$ cat config.mk
export PLATFORM = sky130hd
export DESIGN_NAME = at_command_line_parser_top
export DESIGN_NICKNAME = d
export VERILOG_FILES = /design/src/atclp_pkg.sv /design/src/at_command_line_parser_top.sv
export SDC_FILE = /design/constraint.sdc
export NUM_CORES = 1
export LEC_CHECK = 0
export ABC_AREA = 1
export BUFFER_PORTS_ARGS = -buffer_cell sky130_fd_sc_hd__buf_4
export CORE_MARGIN = 2
export CORE_UTILIZATION = 61
export DETAILED_ROUTE_END_ITERATION = 8
export HOLD_SLACK_MARGIN = 0.08
export PLACE_DENSITY = 0.95
export SLEW_MARGIN = 10
export SYNTH_ARGS = -nofsm -noshare
export SYNTH_HDL_FRONTEND = slang
export SYNTH_SLANG_ARGS = --single-unit
$ cat constraint.sdc
create_clock -name clk -period 11.6 [get_ports clk]
set_input_delay 1.16 -clock clk [delete_from_list [all_inputs] [get_ports clk]]
set_output_delay 1.16 -clock clk [all_outputs]
set_load 0.005 [all_outputs]
$ cat src/atclp_pkg.sv
// ----------------------------------------------------------------------------
// AT command line parser package
// Shared types, character codes and sizing constants for the parser.
// ----------------------------------------------------------------------------
package atclp_pkg;

  // Default limit on the number of arguments counted per line.
  localparam int DEFAULT_MAX_ARGS = 16;

  // Depth of the result queue. Two entries are kept free for a new item.
  localparam int RES_FIFO_DEPTH = 4;

  // Configuration register addresses.
  localparam int        PADDR_W          = 2;
  localparam logic [1:0] ADDR_STRICT_CRLF = 2'd0;

  // Character codes.
  localparam logic [7:0] CH_A     = 8'h41;
  localparam logic [7:0] CH_T     = 8'h54;
  localparam logic [7:0] CH_QMARK = 8'h3F;
  localparam logic [7:0] CH_EQUAL = 8'h3D;
  localparam logic [7:0] CH_COMMA = 8'h2C;
  localparam logic [7:0] CH_QUOTE = 8'h22;
  localparam logic [7:0] CH_CR    = 8'h0D;
  localparam logic [7:0] CH_LF    = 8'h0A;

  // Parser phase.
  typedef enum logic [1:0] {
    PH_KEYWORD   = 2'd0,
    PH_COMMAND   = 2'd1,
    PH_ARGUMENT  = 2'd2,
    PH_MALFORMED = 2'd3
  } phase_t;

  // Command mode.
  typedef enum logic [1:0] {
    MODE_RUN   = 2'd0,
    MODE_WRITE = 2'd1,
    MODE_READ  = 2'd2,
    MODE_TEST  = 2'd3
  } mode_t;

  // Result kind.
  typedef enum logic [1:0] {
    KIND_CMD_CHAR  = 2'd0,
    KIND_ARG_START = 2'd1,
    KIND_ARG_CHAR  = 2'd2,
    KIND_LINE_DONE = 2'd3
  } kind_t;

  // One result item as held in the result queue.
  typedef struct packed {
    kind_t      kind;
    logic [7:0] char_value;
    logic [3:0] arg_index;
    logic [1:0] line_mode;
    logic       bad_line;
    logic [4:0] arg_total;
    logic       args_dropped;
    logic       last;
  } result_t;

endpackage

$ cat src/at_command_line_parser_top.sv
// ----------------------------------------------------------------------------
// AT command line parser
// Parses an AT command line one byte per item and streams tagged command
// characters, argument starts, argument characters and a line-done summary.
// ----------------------------------------------------------------------------
//
//  Channel   Handshake               Payload
//  -------   ---------------------   ----------------------------------------
//  input     in_valid / in_ready     byte_in
//  output    out_valid / out_ready   kind, char_value, arg_index, line_mode,
//                                    bad_line, arg_total, args_dropped, last
//  config    APB psel/penable/pwrite paddr, pwdata, prdata (pready tied high)
//
// A byte is decoded in the cycle it is accepted; its zero, one or two results
// enter a four-entry result queue and the first is visible in the next cycle.
// One byte is taken per cycle as long as the queue holds two or fewer results.
// With the output side taking a result every cycle that always holds, so the
// rate is one byte per cycle; the queue absorbs the extra result of the byte
// that opens the first argument.
// Reset (rst, synchronous) clears the parser state, strict_crlf and the queue.
// A stall on the output side fills the queue and then drops in_ready.
module at_command_line_parser_top #(
  parameter int MAX_ARGS = atclp_pkg::DEFAULT_MAX_ARGS
) (
  input  logic                          clk,
  input  logic                          rst,
  // Byte input channel
  input  logic                          in_valid,
  output logic                          in_ready,
  input  logic [7:0]                    byte_in,
  // Result output channel
  output logic                          out_valid,
  input  logic                          out_ready,
  output logic [1:0]                    kind,
  output logic [7:0]                    char_value,
  output logic [3:0]                    arg_index,
  output logic [1:0]                    line_mode,
  output logic                          bad_line,
  output logic [4:0]                    arg_total,
  output logic                          args_dropped,
  output logic                          last,
  // Configuration port
  input  logic                          psel,
  input  logic                          penable,
  input  logic                          pwrite,
  input  logic [atclp_pkg::PADDR_W-1:0] paddr,
  input  logic [31:0]                   pwdata,
  output logic [31:0]                   prdata,
  output logic                          pready
);

  localparam int CNT_W  = $clog2(MAX_ARGS + 1);
  localparam int DEPTH  = atclp_pkg::RES_FIFO_DEPTH;
  localparam int PTR_W  = $clog2(DEPTH);
  localparam int FCNT_W = $clog2(DEPTH + 1);

  localparam logic [CNT_W-1:0]  MAX_CNT  = CNT_W'(MAX_ARGS);
  localparam logic [FCNT_W-1:0] READY_LIM = FCNT_W'(DEPTH - 2);

  // Parser state
  logic                    strict_crlf;
  atclp_pkg::phase_t       phase, phase_next;
  logic                    prefix_matched, prefix_matched_next;
  atclp_pkg::mode_t        mode_reg, mode_reg_next;
  logic [CNT_W-1:0]        arg_counter, arg_counter_next;
  logic                    overflow_flag, overflow_flag_next;
  logic [7:0]              previous_byte, previous_byte_next;

  // Result queue
  atclp_pkg::result_t      fifo_mem [DEPTH];
  logic [PTR_W-1:0]        wr_ptr, rd_ptr;
  logic [FCNT_W-1:0]       fifo_count, fifo_count_next;

  logic                    in_accept;
  logic                    out_accept;

  // Byte classes
  logic is_lf, is_cr, is_quote, is_comma, is_qmark, is_equal;
  logic line_end;
  logic cmd_plain;
  logic first_open;
  logic arg_step;
  logic open_a_ok;
  logic [CNT_W-1:0] cnt_a;
  logic             ovf_a;
  logic arg_drop;
  logic open_b_ok;
  logic [CNT_W-1:0] cnt_b;
  logic             ovf_b;
  logic char_b_ok;

  // Counter values widened so the low bits can be taken at any CNT_W
  logic [CNT_W+4:0] cnt_ext;
  logic [CNT_W+4:0] cnt_a_ext;
  logic [CNT_W+4:0] cnt_a_m1_ext;

  atclp_pkg::result_t res_a, res_b, push0, push1;
  logic               res_a_vld, res_b_vld;
  logic [1:0]         push_n;

  assign in_accept  = in_valid && in_ready;
  assign out_accept = out_valid && out_ready;

  // Configuration port: always ready, one register.
  assign pready = 1'b1;
  always_comb begin
    prdata = '0;
    if (paddr == atclp_pkg::ADDR_STRICT_CRLF) begin
      prdata[0] = strict_crlf;
    end
  end

  always_ff @(posedge clk) begin
    if (rst) begin
      strict_crlf <= 1'b0;
    end else if (psel && penable && pwrite && pready &&
                 paddr == atclp_pkg::ADDR_STRICT_CRLF) begin
      strict_crlf <= pwdata[0];
    end
  end

  // Decode of the incoming byte against the current state.
  always_comb begin
    is_lf    = (byte_in == atclp_pkg::CH_LF);
    is_cr    = (byte_in == atclp_pkg::CH_CR);
    is_quote = (byte_in == atclp_pkg::CH_QUOTE);
    is_comma = (byte_in == atclp_pkg::CH_COMMA);
    is_qmark = (byte_in == atclp_pkg::CH_QMARK);
    is_equal = (byte_in == atclp_pkg::CH_EQUAL);

    if (strict_crlf) begin
      line_end = (previous_byte == atclp_pkg::CH_CR) && is_lf;
    end else begin
      line_end = is_lf;
    end

    // A plain command-phase byte: not a mode character and not CR or LF.
    cmd_plain  = !line_end && (phase == atclp_pkg::PH_COMMAND) &&
                 !is_qmark && !is_equal && !is_cr && !is_lf;
    first_open = cmd_plain && (mode_reg != atclp_pkg::MODE_RUN);
    arg_step   = first_open || (!line_end && phase == atclp_pkg::PH_ARGUMENT);

    // First step: the argument opened by the first argument byte.
    open_a_ok = arg_counter < MAX_CNT;
    cnt_a     = (first_open && open_a_ok) ? arg_counter + CNT_W'(1) : arg_counter;
    ovf_a     = overflow_flag || (first_open && !open_a_ok);

    // Second step: the byte itself as an argument byte.
    arg_drop  = is_quote || is_cr || is_lf;
    open_b_ok = cnt_a < MAX_CNT;
    cnt_b     = cnt_a;
    ovf_b     = ovf_a;
    if (arg_step && !arg_drop && is_comma) begin
      if (open_b_ok) begin
        cnt_b = cnt_a + CNT_W'(1);
      end else begin
        ovf_b = 1'b1;
      end
    end
    char_b_ok = !ovf_a && (cnt_a != '0);

    cnt_ext      = {5'd0, arg_counter};
    cnt_a_ext    = {5'd0, cnt_a};
    cnt_a_m1_ext = {5'd0, cnt_a - CNT_W'(1)};
  end

  // Next parser state.
  always_comb begin
    phase_next          = phase;
    prefix_matched_next = prefix_matched;
    mode_reg_next       = mode_reg;
    arg_counter_next    = cnt_b;
    overflow_flag_next  = ovf_b;
    previous_byte_next  = byte_in;

    if (line_end) begin
      phase_next          = atclp_pkg::PH_KEYWORD;
      prefix_matched_next = 1'b0;
      mode_reg_next       = atclp_pkg::MODE_RUN;
      arg_counter_next    = '0;
      overflow_flag_next  = 1'b0;
      previous_byte_next  = '0;
    end else begin
      case (phase)
        atclp_pkg::PH_KEYWORD: begin
          if (byte_in != (prefix_matched ? atclp_pkg::CH_T : atclp_pkg::CH_A)) begin
            phase_next = atclp_pkg::PH_MALFORMED;
          end else if (prefix_matched) begin
            phase_next = atclp_pkg::PH_COMMAND;
          end else begin
            prefix_matched_next = 1'b1;
          end
        end
        atclp_pkg::PH_COMMAND: begin
          if (is_qmark) begin
            case (mode_reg)
              atclp_pkg::MODE_RUN:   mode_reg_next = atclp_pkg::MODE_READ;
              atclp_pkg::MODE_WRITE: mode_reg_next = atclp_pkg::MODE_TEST;
              default:               phase_next    = atclp_pkg::PH_MALFORMED;
            endcase
          end else if (is_equal) begin
            if (mode_reg == atclp_pkg::MODE_RUN) begin
              mode_reg_next = atclp_pkg::MODE_WRITE;
            end else begin
              phase_next = atclp_pkg::PH_MALFORMED;
            end
          end else if (first_open) begin
            phase_next = atclp_pkg::PH_ARGUMENT;
          end
        end
        default: begin
        end
      endcase
    end
  end

  // Results caused by the byte: at most two, in order.
  always_comb begin
    res_a     = '0;
    res_b     = '0;
    res_a_vld = 1'b0;
    res_b_vld = 1'b0;

    if (line_end) begin
      res_a_vld          = 1'b1;
      res_a.kind         = atclp_pkg::KIND_LINE_DONE;
      res_a.line_mode    = mode_reg;
      res_a.bad_line     = (phase == atclp_pkg::PH_MALFORMED);
      res_a.arg_total    = cnt_ext[4:0];
      res_a.args_dropped = overflow_flag;
    end else if (cmd_plain && !first_open) begin
      res_a_vld        = 1'b1;
      res_a.kind       = atclp_pkg::KIND_CMD_CHAR;
      res_a.char_value = byte_in;
    end else if (first_open && open_a_ok) begin
      res_a_vld       = 1'b1;
      res_a.kind      = atclp_pkg::KIND_ARG_START;
      res_a.arg_index = cnt_ext[3:0];
    end

    if (arg_step && !arg_drop) begin
      if (is_comma) begin
        if (open_b_ok) begin
          res_b_vld       = 1'b1;
          res_b.kind      = atclp_pkg::KIND_ARG_START;
          res_b.arg_index = cnt_a_ext[3:0];
        end
      end else if (char_b_ok) begin
        res_b_vld        = 1'b1;
        res_b.kind       = atclp_pkg::KIND_ARG_CHAR;
        res_b.char_value = byte_in;
        res_b.arg_index  = cnt_a_m1_ext[3:0];
      end
    end

    // Pack the valid results to the front and mark the final one.
    push0  = res_a_vld ? res_a : res_b;
    push1  = res_b;
    push_n = 2'(res_a_vld) + 2'(res_b_vld);
    if (push_n == 2'd1) begin
      push0.last = 1'b1;
    end
    push1.last = 1'b1;
  end

  // Parser state registers.
  always_ff @(posedge clk) begin
    if (rst) begin
      phase          <= atclp_pkg::PH_KEYWORD;
      prefix_matched <= 1'b0;
      mode_reg       <= atclp_pkg::MODE_RUN;
      arg_counter    <= '0;
      overflow_flag  <= 1'b0;
      previous_byte  <= '0;
    end else if (in_accept) begin
      phase          <= phase_next;
      prefix_matched <= prefix_matched_next;
      mode_reg       <= mode_reg_next;
      arg_counter    <= arg_counter_next;
      overflow_flag  <= overflow_flag_next;
      previous_byte  <= previous_byte_next;
    end
  end

  // Result queue control.
  assign in_ready  = (fifo_count <= READY_LIM);
  assign out_valid = (fifo_count != '0);

  always_comb begin
    fifo_count_next = fifo_count;
    if (in_accept) begin
      fifo_count_next = fifo_count_next + FCNT_W'(push_n);
    end
    if (out_accept) begin
      fifo_count_next = fifo_count_next - FCNT_W'(1);
    end
  end

  always_ff @(posedge clk) begin
    if (rst) begin
      wr_ptr     <= '0;
      rd_ptr     <= '0;
      fifo_count <= '0;
    end else begin
      fifo_count <= fifo_count_next;
      if (in_accept) begin
        wr_ptr <= wr_ptr + PTR_W'(push_n);
      end
      if (out_accept) begin
        rd_ptr <= rd_ptr + PTR_W'(1);
      end
    end
  end

  // Result queue storage; payload needs no reset.
  always_ff @(posedge clk) begin
    if (in_accept && push_n != 2'd0) begin
      fifo_mem[wr_ptr] <= push0;
    end
    if (in_accept && push_n == 2'd2) begin
      fifo_mem[wr_ptr + PTR_W'(1)] <= push1;
    end
  end

  // Output fields come straight from the head of the queue.
  assign kind         = fifo_mem[rd_ptr].kind;
  assign char_value   = fifo_mem[rd_ptr].char_value;
  assign arg_index    = fifo_mem[rd_ptr].arg_index;
  assign line_mode    = fifo_mem[rd_ptr].line_mode;
  assign bad_line     = fifo_mem[rd_ptr].bad_line;
  assign arg_total    = fifo_mem[rd_ptr].arg_total;
  assign args_dropped = fifo_mem[rd_ptr].args_dropped;
  assign last         = fifo_mem[rd_ptr].last;

endmodule
# --- Yosys cells after proc, flatten, opt, wreduce, memory -nomap -nowiden ---
# Memory sizes are Yosys's and may differ from the RTL's. A register that Yosys moved wholly into a read port is not among the register bits.
# Cells that the tools add are included.
classes:
  add_sub_neg: 9
  n_lt_le_gt_ge: 3
  eq_ne: 19
  n_mux: 61
  reduce_logical: 51
op_table:
  columns: ["op", "n"]
  rows:
  - ["2-bit 2-to-1 mux", 17]
  - ["8-bit by 6-bit equality test with 1-bit output, second input constant", 4]
  - ["14-bit 2-to-1 mux", 2]
  - ["5-bit 2-to-1 mux", 5]
  - ["8-bit by 4-bit equality test with 1-bit output, second input constant", 3]
  - ["24-bit 2-to-1 mux", 1]
  - ["8-bit 2-to-1 mux", 3]
  - ["1-bit 2-to-1 mux", 23]
  - ["1-bit logical AND", 21]
  - ["4-bit 2-to-1 mux", 4]
  - ["3-bit nonzero test", 5]
  - ["12-bit 2-to-1 mux", 1]
  - ["5-bit by 1-bit adder with 5-bit output, second input constant", 2]
  - ["5-bit less-than comparator, second input constant", 2]
  - ["5-bit != test, second input constant", 2]
  - ["1-bit zero test", 9]
  - ["9-bit 2-to-1 mux", 1]
  - ["4-bit != test, second input constant", 2]
  - ["8-bit by 7-bit != test with 1-bit output", 1]
  - ["2-bit one-hot mux with 2 select lines", 2]
  - ["2-bit nonzero test", 4]
  - ["2-bit by 1-bit equality test with 1-bit output, second input constant", 3]
  - ["2-bit equality test, second input constant", 3]
  - ["2-bit zero test", 3]
  - ["15 further kinds", 20]
word_totals:
  ff_bits: 27
  ram_bits: 96
  inputBits: 49
  word_cells: 154
  memories: 1
memory_table:
  columns: ["memory", "depth", "width", "read_ports", "rd_ports_with_merged_regs", "write_ports", "line", "source"]
  rows:
  - ["fifo_mem", 4, 24, 1, 1, 2, "at_command_line_parser_top.sv:70", "atclp_pkg::result_t fifo_mem [DEPTH];"]

# --- Longest topological paths before layout ---
logic_depth:
  ltp_word: 22
  depth_mapped: 24
  depth_no_buf: 24

# --- Worst setup path after synthesis ---
# Ideal clock, no wire load.
synth_timing:
  path_kind: "input -> register"
  startpoint: "input byte_in[6]"
  endpoint: "memory fifo_mem[0][10] (netlist name), enable pin"
  setup_time_ns: 0.358
  arrival_time_ns: 4.314
  required_time_ns: 11.242
  slack_ns: 6.928
  stages: 21
  n_path_buf: 0
  cell_sequence: "inv_1 nand2_1 nor2_1 nand2_1 nand3_2 nor2_4 nand3_2 inv_1 ha_1 inv_1 ha_1 inv_1 nor2_1 a21oi_2 nor2_1 ha_1 nor2_1 inv_1 nor3_1 nor2_1 inv_1"
synth_lines:
  columns: ["element", "line", "source"]
  rows:
  - ["from (decl)", "at_command_line_parser_top.sv:30", "input logic [7:0] byte_in,"]
  - ["to (decl)", "at_command_line_parser_top.sv:70", null]

==> metrics <==
top-count cell post-synth=nand2_1; global route overflow=0; detailed placement HPWL=approximately 11 mm; CTS clk-pin slew, worst paths=0.05 ns; flip-flop and latch count after synthesis=125; Psw=0.000415 W; Detailed Route Iter0 Violations=964; clock buffer depth=2; Fin. Hold Viols=0; Nets=between 900 and 1000; EDFF count, synth=56; Flop pwr share=0.386; Post-Synth XOR/XNOR Area=0.00405; Final period util=0.487; Avg Cell Area, Syn=just under 8 um^2; failing checks=design-rule violations; synth top area cells=edfxtp_1, dfxtp_1, nand2_1, o21ai_0, nor2_1; Vias/cell=between 6 and 7; Final Wtd Congestion=0.974; Final Critical Period=5.64 ns; top cell type's share of synthesized area=0.259; routed len/inst=~17 um; Ys Warns=0; setup bufs post-CTS=0; first-pass GRT wire length=roughly 28 mm; CTS tree=yes; Synth-to-Final Area Change=12.7%; final wirelength=around 18 mm; clock skew=0.00879 ns; max_slew headroom=0.385; largest family of logic cells by synthesized area=simple AND/OR/NAND/NOR gates; Total GRT Usage=0.318; Crit Path Max Fanout=15; post-synthesis mux area share=0.00154; ys async rst share=0; CTS H-tree lvls=4; Largest regs=fifo_mem: 96 flops, previous_byte: 8 flops, arg_counter: 5 flops; hold buffers post-CTS=0; clock sink total=about 130; fill count=roughly 700; Worst Setup Start Kind=primary input; max reg flops=96; crit path DAT=5.81 ns; cells after synthesis=841; Power Internal=between 0.0008 and 0.0009 W; Die Width=between 100 and 150 um; logic gate share of total power=0.260; synthesized cell area=around 6500 um^2; Slew Viols, Final=0; largest net degree at the start of global routing=50; Die ar.=between 10000 and 15000 um^2; CTS resizes=0; clock share of power=0.355; clk root buf=clkbuf_8; I/O Buffers=44; vias in the first global route=5930; worst min path class=reg2reg; fraction of layout cells with a size suffix above 1=0.109; DR vias=6355; DRT Pass-1 Iters=9; Primary FF master, synth=dfxtp_1; slack of the critical path=5.96 ns; Synth top cells by count=nand2_1, o21ai_0, nor2_1; post-synthesis adder-cell area fraction=0.0262; worst-margin pin slew=roughly 0.9 ns; antenna violations before repair=0; static leakage=about 3.0 nW; most flop-heavy register=fifo_mem; Max Freq=177 MHz; register area share after synthesis=0.472; Max rail drop VDD=~0.14 mV; critical path endpoint category=flop; Final Hold Slack=between 0.4 and 0.5 ns; # rows=37; I/O Pins=approximately 110; die height=between 100 and 150 um; Core Area=a little over 10000 um^2; drc violations=18; post-place setup slack=roughly 5.7 ns; critical path class=in2reg; max-cap violations=0; Initial Utilization=0.628; outcome=finished, violations left; Worst Path Required=11.76 ns; worst skew pair latency=0.54 ns; ANT nets after route=0; area leader, netlist=edfxtp_1; Synth Area in Simple Gates=0.226; RSZ-0062 raised after global routing=false; Power Density=between 150 and 200 nW/um^2; synth unique cells=39; Power, Total=0.00131 W; Final TNS setup=0 ns; TritonCTS Buffers=17; final setup fails=0; post-synthesis compound-gate area fraction=0.180; ant diodes=0; Sw Share=0.318
power by group through the flow:
| stage | combinational (W) | clock [W] | sequential [W] |
|---|---|---|---|
| floorplan | 0.000209 | 0 | 0.000510 |
| global placement | 0.000318 | 0 | 0.000511 |
| detailed placement | 0.000329 | 0 | 0.000513 |
| CTS | 0.000332 | 0.000458 | 0.000504 |
| global route | 0.000373 | 0.000479 | 0.000508 |
| finish | 0.000339 | 0.000464 | 0.000504 |
layout by cell type, fill, tap and decap left out, types with 12 or more instances in the layout:
cell       netlist  routed
inv_1           56      56
conb_1           2      32
o22ai_1         30      30
dfxtp_1         69      69
o21ai_1         17      17
clkbuf_16        0      16
edfxtp_1        56      56
nand2_1        213     213
buf_4           32      52
o21ai_0        126     126
nor2_1          97      97
a21oi_1         31      31
ha_1            12      12
path summary, 6_finish.rpt:
check | slack [ns] | depth (start not counted) | from | to
setup / recovery | 5.96 | 22 | byte_in[6] | fifo_mem[0][17]$_DFFE_PP_
hold / removal | 0.45 | 2 | fifo_mem[2][1]$_SDFFE_PP0N_ | fifo_mem[2][1]$_SDFFE_PP0N_
setup reg to reg | 6.45 | 19 | phase[0]$_SDFFE_PP0P_ | fifo_mem[0][17]$_DFFE_PP_
hold reg to reg | 0.45 | 2 | fifo_mem[2][1]$_SDFFE_PP0N_ | fifo_mem[2][1]$_SDFFE_PP0N_
critical path, stage by stage:
cell     delay, ns
buf_4         0.12
inv_1         0.11
nand2_1       0.08
nor2_1        0.22
nand2_1       0.20
nand3_2       0.14
nor2_4        0.06
nand3_2       0.11
inv_1         0.16
ha_1          0.42
inv_1         0.14
ha_1          0.21
inv_1         0.05
nor2_1        0.05
a21oi_2       0.30
nor2_1        0.10
ha_1          0.19
nor2_1        0.10
inv_1         0.09
nor3_1        0.67
nor2_1        0.42
inv_1         0.69
kinds of logic (layout without fill, tap and decap cells):
family | Yosys count | in the layout
xor gates and xnor gates | 3 | 3
muxes | 1 | 1
other | 2 | 32
and+or+nand+nor | 359 | 359
buffers and inverters | 121 | 142
DFF | 125 | 125
AOI/OAI and AO/OA | 217 | 217
adders and majority gates | 13 | 13
through the flow:
stage | util | instance area, um^2 | instances
CTS | 0.708 | 7310 | 1028
global route | 0.708 | 7310 | 1028
finish | 0.708 | 7310 | 1028
floorplan | - | 6600 | 871
global placement | 0.659 | 6810 | 997
detailed placement | 0.659 | 6810 | 997
layout make-up:
class                      instances  area (um^2)  share of cell area
sequential                       125         3060               0.419
multi-input combinational        625         2960               0.405
clock buffer                      19          422              0.0577
timing repair buffer              52          390              0.0534
inverter                          59          221              0.0303
tap                              136          170              0.0233
clock inverter                    12         80.1              0.0110
layer usage:
| layer | routed length (um) | GRT usage |
|---|---|---|
| met4 | 871 | 0.167 |
| met2 | 7970 | 0.505 |
| met3 | 2340 | 0.0881 |
| met5 | 0 | 0 |
| met1 | 6360 | 0.394 |
Power figures use the tool's default switching activity.
